==> config.mk <==
export PLATFORM = sky130hd
export DESIGN_NAME = ptlc_ram
export DESIGN_NICKNAME = d
export VERILOG_FILES = /design/src/rtl/ptlc_ram.sv
export SDC_FILE = /design/constraint.sdc
export NUM_CORES = 1
export LEC_CHECK = 0
export BUFFER_PORTS_ARGS = -buffer_cell sky130_fd_sc_hd__buf_2
export CAP_MARGIN = 20
export CORE_AREA = 3 3 111 113
export CTS_CLUSTER_DIAMETER = 200
export DETAILED_ROUTE_END_ITERATION = 6
export DIE_AREA = 0 0 114 116
export PLACE_DENSITY_LB_ADDON = 0.2
export SYNTH_ARGS = -nofsm -noshare
export SYNTH_HDL_FRONTEND = slang
export SYNTH_SLANG_ARGS = --single-unit
==> constraint.sdc <==
create_clock -name clock -period 1.8 [get_ports clock]
set_input_delay 0.36 -clock clock [delete_from_list [all_inputs] [get_ports clock]]
set_output_delay 0.36 -clock clock [all_outputs]
set_load 0.02 [all_outputs]
==> src/rtl/ptlc_ram.sv <==
module ptlc_ram #(
   parameter int WIDTH = 8,
   parameter int DEPTH = 16
) (
   input  logic                     clock,
   input  logic                     wr_en,
   input  logic [$clog2(DEPTH)-1:0] wr_addr,
   input  logic [WIDTH-1:0]         wr_data,
   input  logic [$clog2(DEPTH)-1:0] rd_addr,
   output logic [WIDTH-1:0]         rd_data
);

   logic [WIDTH-1:0] mem [DEPTH];

   always_ff @(posedge clock) begin
      if (wr_en) begin
         mem[wr_addr] <= wr_data;
      end
      rd_data <= mem[rd_addr];
   end

endmodule

== After elaboration in Yosys (flattened, before gate mapping) ==
Memory sizes are Yosys's and may differ from the RTL's. A register that Yosys moved wholly into a read port is not among the register bits.
Cells that the tools add are included.
Storage, ports and cells
  memory bits (writable): 128
  bits in read-only memories: 0
  register bits: 0
  bits in latches: 0
  memories kept: 1
  output and inout bits: 8
  bits of input ports: 18
  logic and storage cells: 3
Cells by class
  bitwise logic cells: 0
  divide/modulo/power cells: 0
  reductions and logical operators: 0
  $mul: 0
  muxes and demuxes: 2
  $lt $le $gt $ge: 0
  equal/unequal tests: 0
  shift operators: 0
  add/subtract/negate cells: 0
Memories
  mem: depth 16, bits a word 8, rd ports 1, clocked after Yosys merged registers in 1, write ports 1, line 13  | logic [WIDTH-1:0] mem [DEPTH];
Operators with widths (count)
  2-to-1 mux 1 bit: 2

== Longest topological paths before layout ==
  depth in word-level cells: 2
  gate-level depth with buffers: 5
  depth with buffers taken out: 3

== Worst setup path before layout ==
Ideal clock, no wire load.
  kind: input to register
  from: input wr_addr[2]
  to: memory mem[0][0], enable pin
  setup time: 0.383 ns
  required time: 1.417 ns
  buffers on the path: 0
  setup slack: -0.053 ns
  cell stages on the path: 2
  data arrival time: 1.470 ns
  cell sequence: or3b_2 > nor3_1
RTL lines
  start: declaration: line 7  | input logic [$clog2(DEPTH)-1:0] wr_addr,
  end: declaration: line 13
No word-level cell before the write port.

==> metrics.yaml <==
status:
  status: "finished, final reports clean"
sta:
  fmax_mhz: 709
  min_period_ps: 1410
  hold_slack_ps: 339
  setup-violations-final: 0
  fin_setup_tns_ps: 0
  final_hold_viol_count: 0
  final.period_utilization_pct: 78.3
  report.final.slew_viol_count: 0
  worst_clock_skew_ps: 5.92
  slew-limit-headroom_pct: 54.5
  rsz0062_at_grt: "no"
  worst_pin_slew_ps: 681
logic_synthesis:
  ys_seq_elements: 136
  post_synth_xor_area_fraction_pct: 0
  synth.area.top_cells: "sky130_fd_sc_hd__edfxtp_1 75%, sky130_fd_sc_hd__mux4_2 7.9%, sky130_fd_sc_hd__mux4_1 7.1%"
  yosys_warnings: 0
  synthesis.area_um2: 5150
  synth.yosys.seq_area_share_pct: 77.8
  synth.mux.area_fraction_pct: 15.0
  number_of_instances_in_the_synthesized_netlist: 229
  synth-simple-area-share_pct: 3.18
  yosysUniqueCellTypes: 19
  synth_top_family_by_area: "multiplexers"
  largest_area_contributor_in_the_netlist: "sky130_fd_sc_hd__edfxtp_1"
  post_synth_fa_ha_maj_area_fraction_pct: 0
  post_synth.cell_area_avg_um2: 22.5
  postSynthNetCount: 247
  synth-compound-area-share_pct: 2.33
  synth_top_cell_area_share_pct: 74.7
layout:
  layout.area.seq_um2: 4000
  stdcell_area_um2: 6190
  multi_input_gate_area_in_the_final_layout_um2: 1060
  final_net_count: 305
  drive_above_1_share_pct: 33.0
  layout.filler_cells: 888
  syn_to_final_growth_pct: 20.3
clock_network:
  cts_setup_buffers: 0
  cts_buffer_depth: 2
  cts_resized: 0
  clk_pin_slew_ps: 60
  clkLatencyLatePin_ps: 400
  cts_tree: "done"
  cts-buffers-inserted: 17
  ctsHoldBuffers: 0
  h-tree-depth: 4
  ctsRootBufferMaster: "sky130_fd_sc_hd__clkbuf_16"
  clock_sink_count: 136
pwr:
  seqPwrFrac_pct: 47.8
  power.density_nw_per_um2: 1200
  cellInternalPower_w: 0.00600
  power_frac_comb_pct: 4.8
  clock_power_share_pct: 47.4
  p_switching_w: 0.00145
  total_power_w: 0.00745
  max-vdd-ir-drop_mv: 1.21
  cellLeakagePower_nw: 2.12
  switching_share_pct: 19.5
route:
  vias_per_cell: 5.36
  finalWirelength_um: 9590
  routedWlPerCell_um: 21.6
  remaining_drc_errors: 0
  detailroute.via_count: 2382
  drt-pass1-iter-count: 4
  drt_first_iter_violations: 148
  final_antenna_net_count: 0
worst_setup_path:
  crit_path_max_fanout: 23
  worst-setup-path-type: "input port to flop"
  critical_path.slowest_cell: "sky130_fd_sc_hd__mux4_2"
  worst-endpoint-arrival_ps: 1690
  crit_path_end_kind: "flop"
  critical_path_s_largest_stage_delay_ps: 490
  required_ps: 2080
  critical_path.cell_chain: "buf_2 > buf_12 > buf_4 > mux4_2 > a22oi_1 > nand2_1"
  type_of_origin_of_the_critical_path: "input port"
global_route:
  remaining_overflow_grt: 0
  grt_usage_pct: 15.8
  grt_util_met3_pct: 5.27
  grt_util_met1_pct: 22.3
  grt_pass1_vias: 2397
  grt_max_degree: 33
  initial_antenna_violation_count: 1
  global_route_wire_length_before_repair_um: 14700
  globalRouteMet2Util_pct: 23.4
  grt.busiest_layer: "met2"
floorplanning:
  dieWidth_um: 114
  core-area_um2: 11400
  die_height_um: 116
  fp.dieArea_um2: 13200
  core.rowCount: 39
  io-pin-count: 26
  initial_utilization_pct: 45.1
min_path:
  holdCritPathClass: "input port to flop"
placed_design:
  gp_congestion: 0.754
  count_of_port_buffers_added_during_placement: 25
  dp_hpwl_um: 6260
  placed_cell_area_um2: 5580
flow_run:
  timing.max_cap.violations: 0
==> critical path, delay by kind of cell <==
kind	cells	cell delay (ps)
buffers and inverters	3	460
multiplexers	1	490
AO/OA/AOI/OAI	1	280
AND/OR/NAND/NOR	1	80
==> state kept, by name, indices dropped and copies added, names as in the netlist <==
signal,flops
mem,128
rd_data,8
==> Yosys cell counts (all sizes together) <==
cell type,count
nand2b,2
a22oi,16
nor2,13
nand3b,2
clkdlybuf4s25,3
or3b,1
and2b,1
dfxtp,8
buf,7
and2,1
nand3,1
edfxtp,128
mux4,32
nand2,9
nor3,4
nor2b,1
==> worst paths after layout <==
check	endpoint	cells past startpoint	startpoint	slack (ps)
max	rd_data[3]$_DFF_P_	6	rd_addr[0]	390
max reg2reg	rd_data[3]$_DFF_P_	3	mem[10][3]$_DFFE_PP_	420
min	mem[10][6]$_DFFE_PP_	1	wr_data[6]	340
min reg2reg	rd_data[3]$_DFF_P_	3	mem[7][3]$_DFFE_PP_	670
==> cell usage in the layout, fill, tap and decap left out <==
cell                         synthesis  final
sky130_fd_sc_hd__clkinv_4            0      2
sky130_fd_sc_hd__nand3_1             1      1
sky130_fd_sc_hd__nand2_1             9      9
sky130_fd_sc_hd__mux4_1             14     14
sky130_fd_sc_hd__nor3_1              4      3
sky130_fd_sc_hd__buf_2               3     25
sky130_fd_sc_hd__nor2b_1             1      1
sky130_fd_sc_hd__clkinv_2            0      4
sky130_fd_sc_hd__nand3b_1            2      2
sky130_fd_sc_hd__clkbuf_1            0      2
sky130_fd_sc_hd__diode_2             0      1
sky130_fd_sc_hd__or3b_2              1      1
sky130_fd_sc_hd__and2b_1             1      1
sky130_fd_sc_hd__buf_4               1     22
sky130_fd_sc_hd__nand2b_1            2      2
sky130_fd_sc_hd__edfxtp_1          128    128
sky130_fd_sc_hd__buf_12              0      2
sky130_fd_sc_hd__dfxtp_1             8      8
sky130_fd_sc_hd__a22oi_1            16     16
sky130_fd_sc_hd__clkinvlp_4          0      3
sky130_fd_sc_hd__clkbuf_16           0     17
sky130_fd_sc_hd__mux4_2             18     18
sky130_fd_sc_hd__nor2_1             13     13
sky130_fd_sc_hd__and2_1              1      1
sky130_fd_sc_hd__bufinv_16           0      4
sky130_fd_sc_hd__nor3_2              0      1
==> power groups by stage <==
stage,registers (W),logic (W),clock network [W]
6_report,0.00356,0.000355,0.00353
5_1_grt,0.00356,0.000386,0.00376
3_3_place_gp,0.00363,0.000356,0
3_5_place_dp,0.00363,0.000361,0
4_1_cts,0.00356,0.000362,0.00362
2_1_floorplan,0.00365,0.000180,0
==> area by class of cell <==
type / instances / area share, %
Antenna cell: 1 / 0.0404
Clock buffer: 19 / 6.99
Clock inverter: 13 / 2.91
Multi-Input combinational cell: 83 / 17.2
Sequential cell: 136 / 64.7
Tap cell: 143 / 2.89
Timing Repair Buffer: 49 / 5.34
==> cell families after synthesis <==
group,after synthesis
simple gates,35
mux,32
buf+inv,10
flops,136
compound gates,16
==> per-stage QoR <==
stage | setup slack, ps | util (%) | std cells
3_3_place_gp | -13.8 | 48.8 | 411
6_report | 390 | 54.2 | 444
4_1_cts | 417 | 54.2 | 443
3_5_place_dp | -4.74 | 48.8 | 411
2_1_floorplan | 174 | - | 229
5_1_grt | 342 | 54.2 | 444
==> layer usage <==
metal / vias to the layer above / routed length [µm]
met1: 1222 / 4550
met2: 57 / 4600
li1: 1096 / -
met4: 0 / 77
met3: 7 / 367
met5: - / 0
No activity file was read; power rests on OpenSTA's default activity.
